File: config.mk
export PLATFORM = sky130hd
export DESIGN_NAME = page_bitmap_allocator_top
export DESIGN_NICKNAME = d
export VERILOG_FILES = /design/src/design/pba_pkg.sv /design/src/design/page_bitmap_allocator_top.sv /design/src/design/pba_ctrl.sv /design/src/design/pba_dp.sv
export SDC_FILE = /design/constraint.sdc
export NUM_CORES = 1
export LEC_CHECK = 0
export BUFFER_PORTS_ARGS = -buffer_cell sky130_fd_sc_hd__buf_2
export CAP_MARGIN = 40
export CORE_MARGIN = 5
export CORE_UTILIZATION = 58
export CTS_BUF_LIST = sky130_fd_sc_hd__clkbuf_8
export DETAILED_ROUTE_END_ITERATION = 8
export PLACE_DENSITY = 0.8
export SLEW_MARGIN = 20
export SYNTH_ARGS = -nofsm -noshare
export SYNTH_HDL_FRONTEND = slang
export SYNTH_SLANG_ARGS = --single-unit
export TNS_END_PERCENT = 10
File: constraint.sdc
create_clock -name clk -period 6.8 [get_ports clk]
set_input_delay 1.36 -clock clk [delete_from_list [all_inputs] [get_ports clk]]
set_output_delay 1.36 -clock clk [all_outputs]
set_load 0.03 [all_outputs]
File: src/design/pba_pkg.sv
// Shared constants, status codes and controller command type for the page bitmap allocator.
package pba_pkg;

    localparam int ADDR_W          = 48;
    localparam int WORD_BITS       = 64;
    localparam int WORD_BIT_W      = 6;
    localparam int PAGE_COUNT_DEF  = 512;
    localparam int PAGE_SIZE_DEF   = 4096;
    localparam logic [ADDR_W-1:0] BASE_RESET = 48'h00_0000_40_0000;

    localparam logic FUNC_ALLOC = 1'b0;
    localparam logic FUNC_FREE  = 1'b1;

    localparam logic [1:0] STATUS_OK       = 2'd0;
    localparam logic [1:0] STATUS_NO_PAGE  = 2'd1;
    localparam logic [1:0] STATUS_BAD_FREE = 2'd2;

    typedef struct packed {
        logic capture;
        logic read;
        logic update;
    } cmd_t;

    // Lowest clear bit of a bitmap word (0 if the word is full; caller checks).
    function automatic logic [WORD_BIT_W-1:0] first_zero(input logic [WORD_BITS-1:0] w);
        logic [WORD_BIT_W-1:0] pos;
        pos = '0;
        for (int i = WORD_BITS - 1; i >= 0; i--)
        begin
            if (!w[i])
            begin
                pos = WORD_BIT_W'(i);
            end
        end
        return pos;
    endfunction

endpackage

File: src/design/page_bitmap_allocator_top.sv
// Top level of the first-fit page bitmap allocator.
// A request transfers at a rising edge with start high and busy low; func 0 allocates the
// lowest free page and returns base_address + index * PAGE_SIZE, func 1 frees the page at
// free_address. Every request runs through capture (summary encode or free offset
// check), bitmap word read from the word memory, then update and result. The result is
// valid for exactly one cycle with done high, in the first cycle with busy low again, and
// cannot be held off by the receiver; a new request may transfer in that same cycle. status
// is 0 ok, 1 no free page, 2 misaligned or out-of-range free (ignored). Freeing an already
// free page reports ok. The bitmap is empty after reset with no clearing pass: per-word
// valid bits stand in for the cleared memory. base_address resets to 0x400000 and is
// written through the cfg channel (cfg_ready is always high); write it only while no
// request is in flight.
module page_bitmap_allocator_top #(
    parameter int PAGE_COUNT = pba_pkg::PAGE_COUNT_DEF,
    parameter int PAGE_SIZE  = pba_pkg::PAGE_SIZE_DEF
) (
    input  logic                         clk,
    input  logic                         rst_n,
    input  logic                         start,
    output logic                         busy,
    input  logic                         func,
    input  logic [pba_pkg::ADDR_W-1:0]   free_address,
    output logic                         done,
    output logic [pba_pkg::ADDR_W-1:0]   page_address,
    output logic [1:0]                   status,
    input  logic                         cfg_valid,
    output logic                         cfg_ready,
    input  logic [pba_pkg::ADDR_W-1:0]   cfg_data
);

    pba_pkg::cmd_t cmd;

    // Register writes are always taken.
    assign cfg_ready = 1'b1;

    pba_ctrl u_ctrl (
        .clk   (clk),
        .rst_n (rst_n),
        .start (start),
        .busy  (busy),
        .cmd   (cmd)
    );

    pba_dp #(
        .PAGE_COUNT (PAGE_COUNT),
        .PAGE_SIZE  (PAGE_SIZE)
    ) u_dp (
        .clk          (clk),
        .rst_n        (rst_n),
        .cmd          (cmd),
        .func         (func),
        .free_address (free_address),
        .cfg_valid    (cfg_valid),
        .cfg_data     (cfg_data),
        .page_address (page_address),
        .status       (status),
        .done         (done)
    );

endmodule

File: src/design/pba_ctrl.sv
// Controller state machine: sequences capture, bitmap read and update for one request.
module pba_ctrl (
    input  logic            clk,
    input  logic            rst_n,
    input  logic            start,
    output logic            busy,
    output pba_pkg::cmd_t   cmd
);

    localparam logic [1:0] S_IDLE = 2'd0;
    localparam logic [1:0] S_LOOK = 2'd1;
    localparam logic [1:0] S_UPD  = 2'd2;

    logic [1:0] state_reg;
    logic [1:0] state_next;

    always_comb
    begin
        state_next = state_reg;
        case (state_reg)
            S_IDLE:
            begin
                if (start)
                begin
                    state_next = S_LOOK;
                end
            end
            S_LOOK:  state_next = S_UPD;
            S_UPD:   state_next = S_IDLE;
            default: state_next = S_IDLE;
        endcase
    end

    always_ff @(posedge clk or negedge rst_n)
    begin
        if (!rst_n)
        begin
            state_reg <= S_IDLE;
        end
        else
        begin
            state_reg <= state_next;
        end
    end

    assign busy        = (state_reg != S_IDLE);
    assign cmd.capture = (state_reg == S_IDLE) && start;
    assign cmd.read    = (state_reg == S_LOOK);
    assign cmd.update  = (state_reg == S_UPD);

    a_upd_to_idle: assert property (@(posedge clk) disable iff (!rst_n)
        (state_reg == S_UPD) |=> (state_reg == S_IDLE))
        else $error("update state did not return to idle");

    a_accept_to_look: assert property (@(posedge clk) disable iff (!rst_n)
        (start && !busy) |=> (state_reg == S_LOOK))
        else $error("accepted request did not enter lookup");

    a_single_cmd: assert property (@(posedge clk) disable iff (!rst_n)
        $onehot0({cmd.capture, cmd.read, cmd.update}))
        else $error("more than one datapath command active");

endmodule

File: src/design/pba_dp.sv
// Datapath: base register, bitmap word memory, full summary, encoders and result register.
module pba_dp #(
    parameter int PAGE_COUNT = pba_pkg::PAGE_COUNT_DEF,
    parameter int PAGE_SIZE  = pba_pkg::PAGE_SIZE_DEF
) (
    input  logic                         clk,
    input  logic                         rst_n,
    input  pba_pkg::cmd_t                cmd,
    input  logic                         func,
    input  logic [pba_pkg::ADDR_W-1:0]   free_address,
    input  logic                         cfg_valid,
    input  logic [pba_pkg::ADDR_W-1:0]   cfg_data,
    output logic [pba_pkg::ADDR_W-1:0]   page_address,
    output logic [1:0]                   status,
    output logic                         done
);

    localparam int AW         = pba_pkg::ADDR_W;
    localparam int WB         = pba_pkg::WORD_BITS;
    localparam int BW         = pba_pkg::WORD_BIT_W;
    localparam int WORD_COUNT = (PAGE_COUNT + WB - 1) / WB;
    localparam int WORD_AW    = (WORD_COUNT > 1) ? $clog2(WORD_COUNT) : 1;
    localparam int PS_W       = $clog2(PAGE_SIZE);
    localparam int IDXF_W     = AW - PS_W;
    localparam int LAST_BITS  = PAGE_COUNT - WB * (WORD_COUNT - 1);
    // Pages past PAGE_COUNT in the last word read as taken.
    localparam logic [WB-1:0] PAD_MASK = {WB{1'b1}} << LAST_BITS;
    localparam logic [WORD_AW-1:0] LAST_WORD = WORD_AW'(WORD_COUNT - 1);

    logic [AW-1:0]         base_reg;
    logic [WB-1:0]         word_mem [WORD_COUNT];
    logic [WORD_COUNT-1:0] word_valid_reg;
    logic [WORD_COUNT-1:0] full_reg;

    logic                  func_reg;
    logic                  ok_reg;
    logic [WORD_AW-1:0]    word_idx_reg;
    logic [BW-1:0]         bit_idx_reg;
    logic [WB-1:0]         rd_word_reg;
    logic                  rd_valid_reg;

    logic                  done_reg;
    logic [AW-1:0]         page_address_reg;
    logic [1:0]            status_reg;

    // capture-side lookups
    logic [WORD_AW-1:0]    alloc_word;
    logic [AW-1:0]         offset;
    logic [IDXF_W-1:0]     idx_full;
    logic                  free_ok;

    // update-side logic
    logic [WB-1:0]         word_eff;
    logic [BW-1:0]         alloc_bit;
    logic [BW-1:0]         upd_bit;
    logic [WB-1:0]         bit_mask;
    logic [WB-1:0]         new_word;
    logic [AW-1:0]         page_idx;
    logic [AW-1:0]         alloc_address;
    logic                  do_write;

    always_comb
    begin
        alloc_word = '0;
        for (int i = WORD_COUNT - 1; i >= 0; i--)
        begin
            if (!full_reg[i])
            begin
                alloc_word = WORD_AW'(i);
            end
        end
    end

    assign offset   = free_address - base_reg;
    assign idx_full = offset[AW-1:PS_W];
    assign free_ok  = (offset[PS_W-1:0] == '0) && (idx_full < IDXF_W'(PAGE_COUNT));

    always_ff @(posedge clk or negedge rst_n)
    begin
        if (!rst_n)
        begin
            base_reg <= pba_pkg::BASE_RESET;
        end
        else if (cfg_valid)
        begin
            base_reg <= cfg_data;
        end
    end

    always_ff @(posedge clk)
    begin
        if (cmd.capture)
        begin
            func_reg <= func;
            if (func == 1'(pba_pkg::FUNC_FREE))
            begin
                ok_reg       <= free_ok;
                word_idx_reg <= WORD_AW'(idx_full >> BW);
                bit_idx_reg  <= idx_full[BW-1:0];
            end
            else
            begin
                ok_reg       <= ~&full_reg;
                word_idx_reg <= alloc_word;
                bit_idx_reg  <= '0;
            end
        end
        if (cmd.read)
        begin
            rd_word_reg  <= word_mem[word_idx_reg];
            rd_valid_reg <= word_valid_reg[word_idx_reg];
        end
    end

    assign word_eff  = (rd_valid_reg ? rd_word_reg : '0)
                     | ((word_idx_reg == LAST_WORD) ? PAD_MASK : '0);
    assign alloc_bit = pba_pkg::first_zero(word_eff);
    assign upd_bit   = (func_reg == 1'(pba_pkg::FUNC_FREE)) ? bit_idx_reg : alloc_bit;
    assign bit_mask  = WB'(1) << upd_bit;
    assign new_word  = (func_reg == 1'(pba_pkg::FUNC_FREE)) ? (word_eff & ~bit_mask)
                                                            : (word_eff | bit_mask);
    assign page_idx  = (AW'(word_idx_reg) << BW) | AW'(alloc_bit);
    assign alloc_address = base_reg + (page_idx << PS_W);
    assign do_write  = cmd.update && ok_reg;

    always_ff @(posedge clk)
    begin
        if (do_write)
        begin
            word_mem[word_idx_reg] <= new_word;
        end
    end

    always_ff @(posedge clk or negedge rst_n)
    begin
        if (!rst_n)
        begin
            word_valid_reg <= '0;
            full_reg       <= '0;
        end
        else if (do_write)
        begin
            word_valid_reg[word_idx_reg] <= 1'b1;
            full_reg[word_idx_reg]       <= &new_word;
        end
    end

    always_ff @(posedge clk or negedge rst_n)
    begin
        if (!rst_n)
        begin
            done_reg <= 1'b0;
        end
        else
        begin
            done_reg <= cmd.update;
        end
    end

    always_ff @(posedge clk)
    begin
        if (cmd.update)
        begin
            if (func_reg == 1'(pba_pkg::FUNC_FREE))
            begin
                page_address_reg <= '0;
                status_reg       <= ok_reg ? pba_pkg::STATUS_OK : pba_pkg::STATUS_BAD_FREE;
            end
            else
            begin
                page_address_reg <= ok_reg ? alloc_address : '0;
                status_reg       <= ok_reg ? pba_pkg::STATUS_OK : pba_pkg::STATUS_NO_PAGE;
            end
        end
    end

    assign done         = done_reg;
    assign page_address = page_address_reg;
    assign status       = status_reg;

    a_done_after_update: assert property (@(posedge clk) disable iff (!rst_n)
        done |-> $past(cmd.update))
        else $error("result strobe without update");

    a_fail_zero_addr: assert property (@(posedge clk) disable iff (!rst_n)
        (done && (status != pba_pkg::STATUS_OK)) |-> (page_address == '0))
        else $error("failed request returned an address");

    a_no_done_in_read: assert property (@(posedge clk) disable iff (!rst_n)
        cmd.read |-> !done)
        else $error("result strobe overlaps bitmap read");

endmodule
==> impl_metrics.toml, run 1 <==
[timing]
tightestPinTransition_ns = 0.906
clock.fmax_mhz = 193
holdWs_ns = 0.470
setup_violations = 0
rsz0062_at_grt = "false"
drv_slew = 0
finalHoldViolations = 0
fin_crit_sh = 0.761
period_minus_slack_ns = 5.17
slew_headroom = 0.391
finalClockSkew_ns = 0.0461
tns_ns = 0

[detailed_routing]
routedWlPerCell_um = 26.1
dr_total_vias = 22200
vias_per_cell = 6.52
drtAntennaViolNets = 0
dr.pass1.iters = 5
drtIter0Drc = 2382
drc = 0
wirelength_um = 88700

[power]
peakVddDrop_v = 0.000239
power_frac_seq = 0.496
power_density_nw_per_um2 = 280
combPwrFrac = 0.165
switching_share = 0.279
p_int_mw = 7.51
p_sw_mw = 2.90
report.power.total_mw = 10.4
leakage_nw = 13.3
power.share.clock = 0.339

[clock_tree]
clk_pin_slew_ns = 0.06
cts_setup_buffers = 0
cts_tree = "done"
root_buffer = "clkbuf_8"
htree_levels = 3
clock_path_buffers = 3
holdBufCountCts = 0
numCtsBuffers = 111
cts_num_sinks = 705
worstSkewPairLatency_ns = 0.75
cts.repair.resized = 0

[synthesis]
async_reset_ff_frac = 0.0950
syn_nets = 2478
ys_seq_area_frac = 0.631
synth_cell_types = 88
netlist_area_um2 = 33000
ys_warn_count = 0
syn_avg_cell_area_um2 = 14.2
synth_edf_count = 638
dominantRegCellSynth = "edfxtp_1"
synth_cells = 2319
ys_ff_latch = 705

[placed_design]
place.gp.congestion = 1.02
hpwl_um = 59600
place_area_um2 = 34900
numPortBuffers = 152

[cells_and_area]
final_cell_mix = "edfxtp_1, nand2_1, buf_2"
area_growth_pct = 12.5
largest_reg_flops = 512
fin_area_um2 = 37200
layout_commonest_cell = "edfxtp_1"
drive_above_1_share = 0.235
nets = 2704
post-route-util = 0.659

[die]
io_pins = 154
core_area_um2 = 56400
initial_core_util = 0.586
die-area_um2 = 61800
rows = 87
die_x_um = 249
die_h_um = 249

[global_routing]
grt_pass1_vias = 22100
grt_overflow = 0
grt_pass1_wl_um = 134000
antenna_found_initial = 2
grt_max_degree = 131
grt_usage = 0.281

[worst_hold_path]
hold_path.class = "reg -> reg"
hold_depth = 1

[setup_path]
end_kind = "flop"
rr_worst_depth = 13
cp.arrival_ns = 5.79
crit_required_ns = 7.41
cp-start-kind = "flop"
rrSetupSlack_ns = 1.63
path_max_fanout = 38
path_class = "reg -> reg"

[run_status]
status = "complete, no violations"

[run]
drv_cap = 0
==> cell families (layout without fill, tap and decap cells) <==
kind of cell | count (synthesis) | count (layout) | share of synthesized area
AOI/OAI and AO/OA | 459 | 459 | 0.0968
adders and majority gates | 58 | 58 | 0.0224
and+or+nand+nor | 627 | 627 | 0.0959
other | 1 | 3 | 0.000114
DFF | 705 | 705 | 0.631
muxes | 216 | 216 | 0.117
buffers and inverters | 205 | 529 | 0.0242
xor gates and xnor gates | 48 | 48 | 0.0127
==> worst max-delay path, stage by stage, from the launching register on <==
cell	delay (ns)
edfxtp_1	0.35
buf_4	0.39
nand2_1	0.21
a211oi_1	0.38
o311ai_1	0.16
a21oi_1	0.32
o21ai_1	0.12
buf_4	0.23
nor2_1	0.72
nand4b_1	0.32
a22oi_1	0.67
nor4bb_1	0.55
nand4_4	0.30
o31ai_2	0.28
==> final cells by class <==
| type | count | area, um^2 |
|---|---|---|
| Sequential cell | 705 | 20800 |
| Fill cell | 3962 | 19200 |
| Multi-Input combinational cell | 1409 | 11400 |
| Clock buffer | 118 | 1620 |
| Timing Repair Buffer | 226 | 1410 |
| Tap cell | 756 | 946 |
| Clock inverter | 93 | 588 |
| Inverter | 92 | 345 |
| Antenna cell | 2 | 5.00 |
==> routing by layer <==
metal / wire length [um] / global-route usage
met1: 34100 / 0.373
met2: 43700 / 0.467
met3: 7240 / 0.0520
met4: 3660 / 0.106
met5: 13 / 0
==> power groups by stage <==
| stage | Clock (mW) | Sequential [mW] | Combinational, mW |
|---|---|---|---|
| finish | 3.53 | 5.16 | 1.72 |
| global route | 3.81 | 5.17 | 1.84 |
| CTS | 3.59 | 5.16 | 1.69 |
| detailed placement | 0 | 5.24 | 1.68 |
| global placement | 0 | 5.24 | 1.63 |
| floorplan | 0 | 5.24 | 1.11 |
==> through the flow <==
stage / worst slack [ns] / std cells
finish: 1.63 / 3401
detailed placement: 1.75 / 3174
global placement: 1.73 / 3160
global route: 1.48 / 3401
floorplan: 1.77 / 2319
CTS: 1.81 / 3385
==> Yosys cell counts, drive strengths merged, types with 14 or more instances <==
cell / count / share of area
edfxtp: 638 / 0.58
nand2: 198 / 0.023
mux4: 130 / 0.089
nor2: 124 / 0.014
o21ai: 102 / 0.015
clkbuf: 92 / 0.010
inv: 92 / 0.010
a21oi: 75 / 0.011
mux2: 67 / 0.023
dfrtp: 66 / 0.050
nand3: 60 / 0.0096
ha: 56 / 0.021
xnor2: 41 / 0.011
a21o: 37 / 0.0084
o31ai: 37 / 0.0096
nor4: 35 / 0.0082
nand4: 34 / 0.0069
nor3: 32 / 0.0048
o211ai: 27 / 0.0064
nand2b: 25 / 0.0047
and2: 22 / 0.0042
o21a: 22 / 0.0050
buf: 21 / 0.0033
mux2i: 19 / 0.0058
nor2b: 17 / 0.0032
a31oi: 16 / 0.0030
and3: 16 / 0.0030
or2: 16 / 0.0030
o2111ai: 14 / 0.0037
==> worst paths after layout <==
check / from / endpoint
hold / removal: u_dp.word_valid_reg[6] / u_dp.word_valid_reg[6]
max in group asynchronous: rst_n / u_dp.full_reg[0]
min in group asynchronous: rst_n / u_dp.base_reg[47]
hold reg to reg: u_dp.word_valid_reg[6] / u_dp.word_valid_reg[6]
setup / recovery: u_dp.rd_valid_reg / u_dp.full_reg[3]
setup reg to reg: u_dp.rd_valid_reg / u_dp.full_reg[3]
Power figures use the tool's default switching activity.
==> run 2, diff against run 1 <==
==> constraint.sdc (replaced) <==
create_clock -name clk -period 5.15 [get_ports clk]
set_input_delay 1.03 -clock clk [delete_from_list [all_inputs] [get_ports clk]]
set_output_delay 1.03 -clock clk [all_outputs]
set_load 0.03 [all_outputs]
==> run 2 against run 1 <==
Net effect: routed wire length grew 0.78%; critical path type unchanged; critical endpoint is now u_dp.page_address[35]; global-route usage grew 0.40 points; core utilization grew 0.37 points; die area is the same; clock power grew 22%; non-clock buffer count grew 48; first-iteration DRC count shrank 15%; cell count grew 0.88%; critical path depth grew 9.
==> impl_metrics.toml, run 2 (synthesis results as in run 1) <==
[power]
peakVddDrop_v = 0.000342
power_density_nw_per_um2 = 360
report.power.total_mw = 13.5
leakage_nw = 13.5

[clock_tree]
worstSkewPairLatency_ns = 0.73
htree_levels = 3
root_buffer = "clkbuf_8"
numCtsBuffers = 109
clock_path_buffers = 3
cts_setup_buffers = 0
clk_pin_slew_ns = 0.06
cts_tree = "done"
cts_num_sinks = 705

[detailed_routing]
drtIter0Drc = 2030
wirelength_um = 89400
drc = 0
dr.pass1.iters = 8
dr_total_vias = 22200
routedWlPerCell_um = 26.1
drtAntennaViolNets = 0
vias_per_cell = 6.46

[setup_path]
end_kind = "flop"
cp-start-kind = "flop"
cp_slowest_cell = "edfxtp_1"
cp_common_cell = "a21oi_1"
crit_required_ns = 5.58
cp.arrival_ns = 5.30
rrSetupSlack_ns = 0.28
path_max_fanout = 39
crit_family = "compound AO/OA/AOI/OAI gates"
slowest_delay_ns = 0.44
crit_chain = "buf_12, and3_1, a21oi_1, nand4_1, o211ai_1, nand2_1, a21oi_1, nor2_1, nor2_1, ha_1, a21o_1, a21oi_1, o21bai_1, a21oi_1, o21bai_1, a21oi_1, o21bai_1, a21oi_1, buf_4, nor4_1, xnor2_1, nor2_1"
reg2reg_from = "u_dp.rd_valid_reg"
rr_worst_depth = 22
path_class = "reg -> reg"
timing.rr.end = "u_dp.page_address[35]"
critPathBufInv = 2

[timing]
tightestPinTransition_ns = 0.896
fin_crit_sh = 0.947
drv_slew = 0
setup_violations = 0
rsz0062_at_grt = "false"
period_minus_slack_ns = 4.87
clock.fmax_mhz = 205
finalClockSkew_ns = 0.0370
slew_headroom = 0.397
finalHoldViolations = 0
tns_ns = 0

[global_routing]
grt_util_met2 = 0.487
grt_pass1_vias = 22300
grt_pass1_wl_um = 136000
grt.met1_usage = 0.370
grt_usage = 0.285
antenna_found_initial = 2
grt_max_degree = 83
grt_overflow = 0
gr-max-usage-layer = "met2"
met3_usage = 0.0513

[cells_and_area]
stdcell_count = 3431
largest_reg_flops = 512
nets = 2750
final_cell_mix = "edfxtp_1, nand2_1, buf_2"
post-route-util = 0.663
layout_commonest_cell = "edfxtp_1"
area_growth_pct = 13.2
drive_above_1_share = 0.245

[placed_design]
dp_cells = 3230
place.gp.congestion = 1.02
hpwl_um = 60800
numPortBuffers = 152

[worst_hold_path]
hold_path.class = "in -> async"

[die]
die-area_um2 = 61800
rows = 87
die_h_um = 249
initial_core_util = 0.586
core_area_um2 = 56400
die_x_um = 249
io_pins = 154

[run]
drv_cap = 0

[run_status]
status = "complete, no violations"
==> run 2: cell count changes in the layout (fill, tap and decap cells not counted), moves of 2 or more <==
cell and delta:
clkinvlp_4 -3, buf_2 -12, buf_4 +57, bufinv_16 -3, clkbuf_4 +2, buf_12 +2
clkbuf_2 -3, clkbuf_8 -4, clkinv_1 -16, inv_1 +10
==> run 2: area by class of cell <==
type | instances | area [um^2]
sequential | 705 | 20800
timing repair buffer | 274 | 1840
clock inverter | 79 | 429
inverter | 92 | 345
multi-input combinational | 1409 | 11400
tap | 756 | 946
antenna | 2 | 5.00
clock buffer | 114 | 1570
fill | 3953 | 19000
==> run 2: how the worst max path moves through the flow <==
stage,start,to,cells past startpoint
2_1_floorplan,u_ctrl.state_reg[0],u_dp.word_mem[7][0],4
4_1_cts,u_dp.rd_word_reg[17],u_dp.page_address[46],19
5_1_grt,u_dp.rd_valid_reg,u_dp.page_address[35],22
6_report,u_dp.rd_valid_reg,u_dp.page_address[35],22
3_3_place_gp,free_address[0],u_dp.ok_reg,16
3_5_place_dp,u_dp.rd_word_reg[17],u_dp.page_address[46],19
==> run 2: where the power goes <==
part           internal (mW)  switching, mW
Clock                   2.20           2.10
Sequential              6.64          0.183
Combinational          0.900           1.44
Total                   9.73           3.72
==> run 2: what timing repair did <==
action	CTS	global route
hold buffers	0	0
endpoints found under the setup margin	0	10
resized for setup	0	1
==> run 2: stage by stage <==
step	hold WS (ns)	setup slack, ns	area [um^2]
floorplan	0.429	0.124	33000
finish	0.272	0.275	37400
detailed placement	0.451	0.306	35300
CTS	0.354	0.272	37300
global placement	0.446	0.201	35200
global route	0.243	0.0113	37400
==> run 2: metal layers <==
metal | wire, um | part of all wire
met1 | 34400 | 0.39
met2 | 45300 | 0.51
met3 | 6530 | 0.073
met4 | 3210 | 0.036
met5 | 0 | 0
